===== config.mk =====
export PLATFORM = sky130hd
export DESIGN_NAME = sorted_timer_table
export DESIGN_NICKNAME = d
export VERILOG_FILES = /design/src/stt_pkg.sv /design/src/stt_ram.sv /design/src/sorted_timer_table.sv
export SDC_FILE = /design/constraint.sdc
export NUM_CORES = 2
export LEC_CHECK = 0
export ABC_AREA = 0
export ABC_CLOCK_PERIOD_IN_PS = 7700
export BUFFER_PORTS_ARGS = -buffer_cell sky130_fd_sc_hd__buf_2
export CORE_MARGIN = 8
export CORE_UTILIZATION = 47
export DETAILED_ROUTE_END_ITERATION = 10
export SLEW_MARGIN = 20
export SYNTH_ARGS = -nofsm -noshare
export SYNTH_HDL_FRONTEND = slang
export SYNTH_SLANG_ARGS = --single-unit

===== constraint.sdc =====
create_clock -name clk_i -period 7.7 [get_ports clk_i]
set_input_delay 1.54 -clock clk_i [delete_from_list [all_inputs] [get_ports clk_i]]
set_output_delay 1.54 -clock clk_i [all_outputs]
set_load 0.02 [all_outputs]

===== src/stt_pkg.sv =====
// shared types and defaults for the sorted timer table
package stt_pkg;

  localparam int unsigned NumTimersDef = 16;
  localparam int unsigned TimeBitsDef  = 40;
  localparam int unsigned OwnerBitsDef = 16;

  typedef enum logic [1:0] {
    CMD_ADD  = 2'd0,
    CMD_DEL  = 2'd1,
    CMD_TICK = 2'd2
  } cmd_e;

  typedef enum logic [1:0] {
    ST_DONE   = 2'd0,
    ST_FULL   = 2'd1,
    ST_EXPIRE = 2'd2
  } status_e;

  typedef enum logic [3:0] {
    S_IDLE,
    S_INS_RD,
    S_INS_WR,
    S_DEL_RD,
    S_DEL_WR,
    S_TK_RD,
    S_TK_WR,
    S_XP_RD,
    S_XP_EM,
    S_EMIT
  } state_e;

endpackage


===== src/stt_ram.sv =====
// single-port-write, single-port-read memory with registered read data
module stt_ram #(
  parameter int unsigned Width = 8,
  parameter int unsigned Depth = 16
) (
  input  logic                     clk_i,
  input  logic                     we_i,
  input  logic [$clog2(Depth)-1:0] waddr_i,
  input  logic [Width-1:0]         wdata_i,
  input  logic [$clog2(Depth)-1:0] raddr_i,
  output logic [Width-1:0]         rdata_o
);

  logic [Width-1:0] mem [Depth];
  logic [Width-1:0] rdata_q;

  always_ff @(posedge clk_i) begin
    if (we_i) begin
      mem[waddr_i] <= wdata_i;
    end
    rdata_q <= mem[raddr_i];
  end

  assign rdata_o = rdata_q;

endmodule


===== src/sorted_timer_table.sv =====
// sorted timer table: sequencer over an entry memory and an expiry list memory
// one transaction at a time; in_stall_o is high from acceptance until the work is done
// add: shifts entries up one slot at a time to place the timer; when full, ST_FULL
// delete: drops the owner's entries and compacts the rest; tick: subtracts elapsed time,
// emits one ST_EXPIRE per expired timer, re-adds periodic ones; output stalls hold results
// reset empties the table at once (the fill count clears); no memory sweep is needed
module sorted_timer_table #(
  parameter int unsigned NUM_TIMERS = stt_pkg::NumTimersDef,
  parameter int unsigned TIME_BITS  = stt_pkg::TimeBitsDef,
  parameter int unsigned OWNER_BITS = stt_pkg::OwnerBitsDef
) (
  input  logic                                clk_i,
  input  logic                                rst_ni,
  input  logic                                in_valid_i,
  output logic                                in_stall_o,
  input  logic [1:0]                          command_i,
  input  logic [TIME_BITS-1:0]                period_us_i,
  input  logic                                periodic_i,
  input  logic [OWNER_BITS-1:0]               owner_i,
  input  logic [TIME_BITS-1:0]                elapsed_us_i,
  output logic                                out_valid_o,
  input  logic                                out_stall_i,
  output logic [1:0]                          status_o,
  output logic [OWNER_BITS-1:0]               expired_owner_o,
  output logic [$clog2(NUM_TIMERS+1)-1:0]     removed_count_o,
  output logic                                last_o
);
  import stt_pkg::*;

  localparam int unsigned CntW = $clog2(NUM_TIMERS + 1);
  localparam int unsigned IdxW = $clog2(NUM_TIMERS);
  localparam int unsigned EW   = OWNER_BITS + 2 * TIME_BITS + 1;
  localparam int unsigned XW   = OWNER_BITS + TIME_BITS + 1;

  state_e state_q, state_d;
  logic [CntW-1:0] n_q, n_d, i_q, i_d, j_q, j_d, k_q, k_d, p_q, p_d, r_q, r_d;
  logic expiring_q, expiring_d, xp_phase_q, xp_phase_d;
  logic [OWNER_BITS-1:0] ins_own_q, ins_own_d;
  logic [TIME_BITS-1:0]  ins_per_q, ins_per_d, el_q, el_d;
  logic ins_pf_q, ins_pf_d;
  logic [1:0] em_st_q, em_st_d;
  logic [OWNER_BITS-1:0] em_own_q, em_own_d;
  logic [CntW-1:0] em_cnt_q, em_cnt_d;
  logic em_last_q, em_last_d;
  logic out_valid_q, out_valid_d;
  logic [1:0] out_st_q, out_st_d;
  logic [OWNER_BITS-1:0] out_own_q, out_own_d;
  logic [CntW-1:0] out_cnt_q, out_cnt_d;
  logic out_last_q, out_last_d;

  logic            m_we;
  logic [IdxW-1:0] m_waddr, m_raddr;
  logic [EW-1:0]   m_wdata, m_rdata;
  logic            x_we;
  logic [XW-1:0]   x_wdata, x_rdata;

  logic [OWNER_BITS-1:0] rd_own;
  logic [TIME_BITS-1:0]  rd_per, rd_rem;
  logic                  rd_pf;
  logic [CntW-1:0]       pm1, iminusk;
  logic                  accept, slot_free, rd_expires;

  assign accept     = in_valid_i && !in_stall_o;
  assign in_stall_o = (state_q != S_IDLE);
  assign slot_free  = !out_valid_q || !out_stall_i;
  assign pm1        = p_q - 1'b1;
  assign iminusk    = i_q - k_q;

  assign rd_pf  = m_rdata[0];
  assign rd_rem = m_rdata[TIME_BITS:1];
  assign rd_per = m_rdata[2*TIME_BITS:TIME_BITS+1];
  assign rd_own = m_rdata[EW-1:2*TIME_BITS+1];
  assign rd_expires = expiring_q && (rd_rem <= el_q);

  stt_ram #(.Width(EW), .Depth(NUM_TIMERS)) u_entry_ram (
    .clk_i   (clk_i),
    .we_i    (m_we),
    .waddr_i (m_waddr),
    .wdata_i (m_wdata),
    .raddr_i (m_raddr),
    .rdata_o (m_rdata)
  );

  stt_ram #(.Width(XW), .Depth(NUM_TIMERS)) u_expiry_ram (
    .clk_i   (clk_i),
    .we_i    (x_we),
    .waddr_i (k_q[IdxW-1:0]),
    .wdata_i (x_wdata),
    .raddr_i (r_q[IdxW-1:0]),
    .rdata_o (x_rdata)
  );

  // next state
  always_comb begin
    state_d = state_q;
    case (state_q)
      S_IDLE: begin
        if (accept) begin
          if (command_i == CMD_ADD) begin
            state_d = (n_q == CntW'(NUM_TIMERS)) ? S_EMIT : S_INS_RD;
          end else if (command_i == CMD_DEL) begin
            state_d = S_DEL_RD;
          end else if (command_i == CMD_TICK) begin
            state_d = S_TK_RD;
          end else begin
            state_d = S_EMIT;
          end
        end
      end
      S_INS_RD: state_d = (p_q == '0) ? (xp_phase_q ? S_XP_RD : S_EMIT) : S_INS_WR;
      S_INS_WR: begin
        if (rd_rem > ins_per_q) begin
          state_d = S_INS_RD;
        end else begin
          state_d = xp_phase_q ? S_XP_RD : S_EMIT;
        end
      end
      S_DEL_RD: state_d = (i_q == n_q) ? S_EMIT : S_DEL_WR;
      S_DEL_WR: state_d = S_DEL_RD;
      S_TK_RD: begin
        if (i_q != n_q) begin
          state_d = S_TK_WR;
        end else begin
          state_d = (k_q == '0) ? S_EMIT : S_XP_RD;
        end
      end
      S_TK_WR: state_d = S_TK_RD;
      S_XP_RD: state_d = (r_q == k_q) ? S_IDLE : S_XP_EM;
      S_XP_EM: state_d = S_EMIT;
      S_EMIT: begin
        if (slot_free) begin
          if (xp_phase_q) begin
            state_d = ins_pf_q ? S_INS_RD : S_XP_RD;
          end else begin
            state_d = S_IDLE;
          end
        end
      end
      default: state_d = S_IDLE;
    endcase
  end

  // memory controls
  always_comb begin
    m_we    = 1'b0;
    m_waddr = '0;
    m_wdata = m_rdata;
    m_raddr = '0;
    x_we    = 1'b0;
    x_wdata = {rd_own, rd_per, rd_pf};
    case (state_q)
      S_INS_RD: begin
        m_raddr = pm1[IdxW-1:0];
        if (p_q == '0) begin
          m_we    = 1'b1;
          m_waddr = '0;
          m_wdata = {ins_own_q, ins_per_q, ins_per_q, ins_pf_q};
        end
      end
      S_INS_WR: begin
        m_we    = 1'b1;
        m_waddr = p_q[IdxW-1:0];
        if (rd_rem <= ins_per_q) begin
          m_wdata = {ins_own_q, ins_per_q, ins_per_q, ins_pf_q};
        end
      end
      S_DEL_RD: m_raddr = i_q[IdxW-1:0];
      S_DEL_WR: begin
        m_we    = (rd_own != ins_own_q);
        m_waddr = j_q[IdxW-1:0];
      end
      S_TK_RD: m_raddr = i_q[IdxW-1:0];
      S_TK_WR: begin
        if (rd_expires) begin
          x_we = 1'b1;
        end else begin
          m_we    = 1'b1;
          m_waddr = iminusk[IdxW-1:0];
          m_wdata = {rd_own, rd_per, rd_rem - el_q, rd_pf};
        end
      end
      default: ;
    endcase
  end

  // datapath registers
  always_comb begin
    n_d = n_q; i_d = i_q; j_d = j_q; k_d = k_q; p_d = p_q; r_d = r_q;
    expiring_d = expiring_q;
    xp_phase_d = xp_phase_q;
    ins_own_d = ins_own_q; ins_per_d = ins_per_q; ins_pf_d = ins_pf_q;
    el_d = el_q;
    em_st_d = em_st_q; em_own_d = em_own_q; em_cnt_d = em_cnt_q; em_last_d = em_last_q;
    out_valid_d = out_valid_q && out_stall_i;
    out_st_d = out_st_q; out_own_d = out_own_q; out_cnt_d = out_cnt_q; out_last_d = out_last_q;
    case (state_q)
      S_IDLE: begin
        if (accept) begin
          ins_own_d  = owner_i;
          ins_per_d  = period_us_i;
          ins_pf_d   = periodic_i;
          el_d       = elapsed_us_i;
          i_d        = '0;
          j_d        = '0;
          k_d        = '0;
          p_d        = n_q;
          expiring_d = 1'b1;
          xp_phase_d = 1'b0;
          em_st_d    = ST_DONE;
          em_own_d   = '0;
          em_cnt_d   = '0;
          em_last_d  = 1'b1;
          if (command_i == CMD_ADD && n_q == CntW'(NUM_TIMERS)) begin
            em_st_d = ST_FULL;
          end
        end
      end
      S_INS_RD: begin
        if (p_q == '0) begin
          n_d = n_q + 1'b1;
        end
      end
      S_INS_WR: begin
        if (rd_rem > ins_per_q) begin
          p_d = pm1;
        end else begin
          n_d = n_q + 1'b1;
        end
      end
      S_DEL_RD: begin
        if (i_q == n_q) begin
          n_d      = j_q;
          em_cnt_d = n_q - j_q;
        end
      end
      S_DEL_WR: begin
        i_d = i_q + 1'b1;
        if (rd_own != ins_own_q) begin
          j_d = j_q + 1'b1;
        end
      end
      S_TK_RD: begin
        if (i_q == n_q) begin
          n_d        = n_q - k_q;
          r_d        = '0;
          xp_phase_d = (k_q != '0);
        end
      end
      S_TK_WR: begin
        i_d = i_q + 1'b1;
        if (rd_expires) begin
          k_d = k_q + 1'b1;
        end else begin
          expiring_d = 1'b0;
        end
      end
      S_XP_EM: begin
        ins_pf_d  = x_rdata[0];
        ins_per_d = x_rdata[TIME_BITS:1];
        ins_own_d = x_rdata[XW-1:TIME_BITS+1];
        em_st_d   = ST_EXPIRE;
        em_own_d  = x_rdata[XW-1:TIME_BITS+1];
        em_cnt_d  = '0;
        em_last_d = (r_q + 1'b1 == k_q);
        r_d       = r_q + 1'b1;
      end
      S_EMIT: begin
        if (slot_free) begin
          out_valid_d = 1'b1;
          out_st_d    = em_st_q;
          out_own_d   = em_own_q;
          out_cnt_d   = em_cnt_q;
          out_last_d  = em_last_q;
          p_d         = n_q;
        end
      end
      default: ;
    endcase
  end

  always_ff @(posedge clk_i or negedge rst_ni) begin
    if (!rst_ni) begin
      state_q     <= S_IDLE;
      n_q         <= '0;
      out_valid_q <= 1'b0;
      xp_phase_q  <= 1'b0;
    end else begin
      state_q     <= state_d;
      n_q         <= n_d;
      out_valid_q <= out_valid_d;
      xp_phase_q  <= xp_phase_d;
    end
  end

  always_ff @(posedge clk_i) begin
    i_q <= i_d; j_q <= j_d; k_q <= k_d; p_q <= p_d; r_q <= r_d;
    expiring_q <= expiring_d;
    ins_own_q <= ins_own_d; ins_per_q <= ins_per_d; ins_pf_q <= ins_pf_d;
    el_q <= el_d;
    em_st_q <= em_st_d; em_own_q <= em_own_d; em_cnt_q <= em_cnt_d; em_last_q <= em_last_d;
    out_st_q <= out_st_d; out_own_q <= out_own_d; out_cnt_q <= out_cnt_d;
    out_last_q <= out_last_d;
  end

  assign out_valid_o     = out_valid_q;
  assign status_o        = out_st_q;
  assign expired_owner_o = out_own_q;
  assign removed_count_o = out_cnt_q;
  assign last_o          = out_last_q;

  a_fill_bound: assert property (@(posedge clk_i) disable iff (!rst_ni)
    n_q <= CntW'(NUM_TIMERS))
    else $error("fill count beyond table size");

  a_idle_no_write: assert property (@(posedge clk_i) disable iff (!rst_ni)
    (state_q == S_IDLE) |-> !m_we && !x_we)
    else $error("memory written while idle");

  a_emit_holds: assert property (@(posedge clk_i) disable iff (!rst_ni)
    (state_q == S_EMIT && !slot_free) |=> (state_q == S_EMIT))
    else $error("result dropped while output busy");

  a_fill_grows_by_one: assert property (@(posedge clk_i) disable iff (!rst_ni)
    (state_q == S_INS_RD || state_q == S_INS_WR) |=> (n_q == $past(n_q)) ||
      (n_q == $past(n_q) + 1'b1))
    else $error("insert changed fill count by more than one");

endmodule

* Word-level counts from Yosys, hierarchy flattened
Memory sizes are Yosys's and may differ from the RTL's. A register that Yosys moved wholly into a read port is not among the register bits.
Cells that the tools add are included.
** Operators by class
- $add $sub $neg :: 10
- Order comparisons :: 3
- Equal/unequal tests :: 27
- Multiplexer cells :: 71
- Reductions and logical operators :: 38
** Operators with widths (count)
- $pmux 97 s3 :: 1
- $mux 97 :: 2
- $le 40x40->1 :: 2
- $pmux 40 s2 :: 1
- $pmux 16 s2 :: 2
- $mux 5 :: 12
- $mux 4 :: 14
- $mux 41 :: 1
- $gt 40x40->1 :: 1
- $mux 40 :: 1
- $pmux 4 s10 :: 1
- $pmux 5 s2 :: 4
- $sub 40x40->40 :: 1
- $mux 16 :: 2
- $pmux 5 s3 :: 2
- $add 5x1->5 const B :: 5
- $ne 2x2->1 const B :: 10
- $pmux 5 s4 :: 1
- $eq 4x3->1 const B :: 4
- $mux 1 :: 16
- $ne 16x16->1 :: 1
- $eq 5x5->1 :: 3
- $reduce_and 3->1 :: 5
- $pmux 4 s3 :: 1
- other kinds (30) :: 56
** Storage, ports and cells
- Register bits after elaboration :: 182
- Memory bits (writable) :: 2464
- Bits of input ports :: 103
- Output and inout port bits :: 26
- Logic and storage cells :: 173
- Memories :: 2
** Memories
- u_entry_ram.mem :: depth 16, bits a word 97, read ports 1, clocked after memory_dff 1, wr ports 1, line stt_ram.sv:14 : logic [Width-1:0] mem [Depth];
- u_expiry_ram.mem :: depth 16, bits a word 57, read ports 1, clocked after memory_dff 1, wr ports 1, line stt_ram.sv:14

* Longest topological paths before layout
- Depth in word-level cells :: 6
- Mapped depth :: 16
- Depth with buffers taken out :: 13

* Cells and area by module
A second synthesis with hierarchy kept.
** Second synthesis, totals
- Cells, all modules :: 5430
- Area total of the unflattened synthesis :: 108270.1 um^2
** Modules (own cells, without submodules)
- stt_ram (u_entry_ram) :: times used 1, cells an instance 2484, area an instance 59867.4 um^2, sequential area each 48546.6 um^2
- stt_ram (u_expiry_ram) :: times used 1, cells an instance 1470, area an instance 35252.6 um^2, sequential area each 28527.4 um^2
- sorted_timer_table :: times used 1, cells an instance 1476, area an instance 13150.1 um^2, sequential area each 5410.2 um^2

* Worst setup path before layout
No wires, ideal clock.
- Path type :: reg-to-reg
- Start point :: register u_entry_ram.rdata_q[1] (netlist: u_entry_ram.rdata_o[1]) (read register of u_entry_ram.mem)
- End point :: memory u_entry_ram.mem[0][0] (netlist name), enable pin
- Library setup time :: 0.554 ns
- Data arrival time :: 6.570 ns
- Required time :: 7.146 ns
- Slack :: 0.576 ns
- Stages on the path, launching flop included :: 15
- Buffers on the path :: 2
- Period minus slack after synthesis :: 7.124 ns
- Path through :: dfxtp_1 inv_1 ha_1 inv_1 fa_1 nand3_1 a21oi_1 nor3_2 o221ai_2 a221oi_4 o21a_1 buf_2 buf_2 o211ai_1 nor2_1
** Between the ends
- Cells in the longest elaborated chain, start to end :: 6
- Elaborated cells on any way between the ends :: 8
- Classes of those cells :: 1 x order compare; 6 x mux; 1 x reduce/logical
** Ends and longest elaborated chain
- start: declaration :: line stt_ram.sv:15 : logic [Width-1:0] rdata_q;
- $le 40x40->1 (*) :: line sorted_timer_table.sv:73 : assign rd_expires = expiring_q && (rd_rem <= el_q);
- $logic_and 1x1->1 (*) :: line sorted_timer_table.sv:73
- $mux 1 :: line sorted_timer_table.sv:174 : if (rd_expires) begin
- $pmux 1 s4 :: line sorted_timer_table.sv:151 : case (state_q)
- $mux 1 :: line stt_ram.sv:18 : if (we_i) begin
- $mux 1 (implied by the code) :: line stt_ram.sv:19 : mem[waddr_i] <= wdata_i;
- end: declaration :: line stt_ram.sv:14
Every way passes the cells marked *; elsewhere a longest branch is shown, timed or not.

* Worst setup path in the final report
- Start point :: register state_q[2]
- End point :: memory u_entry_ram.mem[9][58] (netlist name), enable pin
** Between the ends
- Cells in the longest elaborated chain, start to end :: 4
- Elaborated cells on any way between the ends :: 8
- Classes of those cells :: 4 x eq/ne; 4 x mux
** Ends and longest elaborated chain
- start: declaration :: line sorted_timer_table.sv:35 : state_e state_q, state_d;
- start signal: assignment :: line sorted_timer_table.sv:288 : state_q <= state_d;
- $eq 4x3->1, or another cell as far along :: line sorted_timer_table.sv:151
- $pmux 1 s4 :: line sorted_timer_table.sv:151
- $mux 1 :: line stt_ram.sv:18
- $mux 1 (implied by the code) :: line stt_ram.sv:19
Parallel ways exist; a longest one is shown, timed or not.

==> summary.md <==
| Metric | Value |
|---|---|
| Worst-path clk slew | 0.06 ns |
| Pwr per Cell Area | 433 nW/um^2 |
| Post-CTS Hold Buffers | 0 |
| CP peak stage delay | 0.89 ns |
| Initial core utilization | 47.3% |
| Grt total ovfl | 0 |
| Die X | 503 um |
| Antenna violations before repair | 39 |
| Avg Synthesized Cell Area | 14.9 um^2 |
| Slew headroom | 20.1% |
| Cells on worst reg2reg path | 9 |
| Sw Ratio | 36.2% |
| Placed cell areas | 116000 um^2 |
| Max cap viols | 0 |
| WP data required | 8.22 ns |
| Clk pwr share | 25.4% |
| Seq/Total Area, Yosys | 74.1% |
| Finished Cell Area | 125000 um^2 |
| Worst path cell trace | nand2b_1, nor2_1, nand2_1, or3_1, o21ai_1, a21boi_0, nand2b_1, nor2_4, buf_4 |
| First-pass GRT wire length | 444 mm |
| Root Driver | clkbuf_16 |
| Drt wl/cell | 28.0 um |
| DR vias/cell | 6.02 |
| Post-CTS Setup Bufs | 0 |
| Via count | 66020 |
| Final hold violation count | 0 |
| DRC | 0 |
| Arr. time, crit path | 6.39 ns |
| Ys flop type | edfxtp_1 |
| Setup violators final | 0 |
| CTS tree | built |
| Die area | 253000 um^2 |
| Combinational power share | 31.7% |
| Net count, final | 7783 |
| Flop pwr share | 43.0% |
| Status | finished clean |
| Clock sinks | 2800 |
| Routed Antenna Nets | 0 |
| Setup tns final | 0 ns |
| Min-delay worst type | flop to flop |
| Slew Limit Fails | 0 |
| FP Rows | 178 |
| Mapped Cells | 7474 |
| Tot GR Track Use | 23.8% |
| Yosys warns | 0 |
| Post-placement cell count | 10425 |
| DRT Wirelength | 307 mm |
| GP Congestion | 0.899 |
| Critical path depth | 9 |
| Slowest CP cell | buf_4 |
| DR iter-0 viols | 7569 |
| Period minus WS final | 5.87 ns |
| Yosys cell types | 65 |
| Post-DP HPWL | 168 mm |
| WP buf/inv | 1 |
| Synth Register Bits | 2800 |
| Internal power | 34600 uW |
| Power Total | 54200 uW |
| Worst slack, placed | 1.90 ns |
| # IOs | 129 |
| Async S/R FF share, synth | 0.393% |
| Number of flops mapped to enable cells by yosys | 2635 |
| Tcrit/Tclk final | 76.3% |
| Sw Pwr | 19600 uW |
| RSZ-0062 raised after global routing | false |
| Worst setup SP type | flop |
| Final cell count without fillers | 10968 |
| Fmax | 170 MHz |
| Most common cell on crit path | nand2b_1 |
| Netlist Area Pre-Place | 111000 um^2 |
| CP Capture Type | flop |
| Pin count of the biggest net entering global routing | 148 |
| H-Tree Depth | 5 |
| Filler cells | 19007 |
| PortBufs | 128 |
| Syn Nets | 7680 |
| Layout cells sized above 1 | 13.8% |
| Clock Latency Late Sink | 0.95 ns |
| Layout Skew | 0.0802 ns |
| Maximum VDD drop | 0.000484 V |
| Die Ht | 503 um |
| Number of global-route vias before repair | 63862 |
| Core footprint | 235000 um^2 |
| Cts bufs inserted | 299 |
| Maximum fanout along the worst path | 49 |
| Setup CP Type | flop to flop |
| Leakage | 0.0429 uW |
| Worst-margin pin slew | 1.20 ns |
| Final setup margin | 1.83 ns |
| TritonRoute pass-1 iters | 8 |
| Clock buffer depth | 4 |
| Hold Path Depth | 0 |
| Post-cts resize count | 0 |
| Area grow syn2layout | 12.6% |
| Top delay family on crit path | simple AND/OR/NAND/NOR gates |
==> Yosys cell counts, types with 6 or more instances <==
library cell | count | area share, %
a21oi_1 | 256 | 1.2
xor2_1 | 53 | 0.42
ha_1 | 99 | 1.1
nor2b_1 | 9 | 0.051
nand2b_1 | 16 | 0.090
a31oi_1 | 103 | 0.58
nor4_1 | 12 | 0.067
a311oi_1 | 291 | 2.3
a211oi_1 | 11 | 0.074
mux2_2 | 17 | 0.17
o21bai_1 | 8 | 0.054
o221ai_1 | 26 | 0.20
inv_1 | 116 | 0.39
o21a_1 | 6 | 0.040
dfxtp_1 | 154 | 2.8
a221oi_1 | 33 | 0.26
buf_2 | 53 | 0.24
clkbuf_1 | 368 | 1.2
nand4_1 | 23 | 0.13
nor3_1 | 14 | 0.063
nor2_1 | 125 | 0.42
buf_1 | 50 | 0.17
o21ai_0 | 84 | 0.38
o211ai_1 | 7 | 0.047
nand3_1 | 415 | 1.9
a22oi_1 | 15 | 0.10
dfrtp_1 | 11 | 0.25
and3_1 | 230 | 1.3
a21o_1 | 44 | 0.30
mux4_2 | 285 | 5.8
edfxtp_1 | 2635 | 71
xnor2_1 | 37 | 0.29
nand2_1 | 1801 | 6.1
==> per-stage QoR <==
| step | util [%] | hold WS, ns |
|---|---|---|
| 6_report | 53.2 | 0.422 |
| 5_1_grt | 53.2 | 0.428 |
| 4_1_cts | 53.2 | 0.422 |
| 3_5_place_dp | 49.2 | 0.406 |
| 3_3_place_gp | 49.2 | 0.405 |
| 2_1_floorplan | - | 0.400 |
==> power by group through the flow <==
stage                     registers [uW]  clock network [uW]  logic [uW]
after global routing               23500               14600       18600
after detailed placement           23600                   0       16900
after floorplan                    22800                   0       10800
after CTS                          23300               14000       17000
after global placement             23500                   0       16700
final                              23300               13800       17200
==> layout make-up <==
cell class              instances  area [um^2]  share of cell area (%)
flip-flops and latches       2800        82500                    65.8
diodes                         16         40.0                  0.0319
multi-input cells            4082        27000                    21.5
inverters                     118          443                   0.353
repair buffers                276         2140                    1.71
well taps                    3150         3940                    3.14
clock inverters               128         1050                   0.839
clock buffers                 398         8230                    6.57
==> registers in the layout, summed over array words and instances (netlist names), 40 cells and up <==
signal                cells
el_q                     40
u_expiry_ram.mem        912
ins_per_q                40
u_entry_ram.mem        1552
u_entry_ram.rdata_o      97
u_expiry_ram.rdata_o     57
==> routing by layer <==
metal / part of all wire [%] / vias to the layer above / routed length (um) / global-route usage, %
li1: - / 28628 / - / -
met1: 42 / 33867 / 128000 / 34.1
met2: 47 / 3035 / 144000 / 37.4
met3: 8.7 / 480 / 26600 / 4.59
met4: 2.8 / 10 / 8640 / 6.95
met5: 0.021 / - / 65 / 0
==> final timing paths <==
path | to | from | slack (ns)
worst max-delay path | u_entry_ram.mem[9][58] | state_q[2] | 1.83
worst min-delay path | status_o[1] | em_st_q[1] | 0.42
worst max register to register | u_entry_ram.mem[9][58] | state_q[2] | 1.83
worst min register to register | status_o[1] | em_st_q[1] | 0.42
max in group asynchronous | state_q[1] | rst_ni | 6.97
min in group asynchronous | out_valid_o | rst_ni | 0.50
==> kinds of logic after synthesis <==
kind of cell	Yosys count	share of synthesized area [%]
AO/OA/AOI/OAI	917	5.74
XOR/XNOR	90	0.708
adder cells (fa/ha/maj)	103	1.19
buffers and inverters	592	2.07
flip-flops	2800	74.1
multiplexers	302	5.94
AND/OR/NAND/NOR	2670	10.2
==> cell usage in the layout, fill, tap and decap left out, types with 115 or more instances in the layout <==
cell	n
inv_1	115
clkbuf_16	310
buf_2	128
edfxtp_1	2635
dfxtp_1	154
buf_4	115
nand3_1	415
mux4_2	285
and3_1	215
a311oi_1	291
a21oi_1	238
nand2_1	1799
Note: power is estimated with default switching activity, not from simulation.
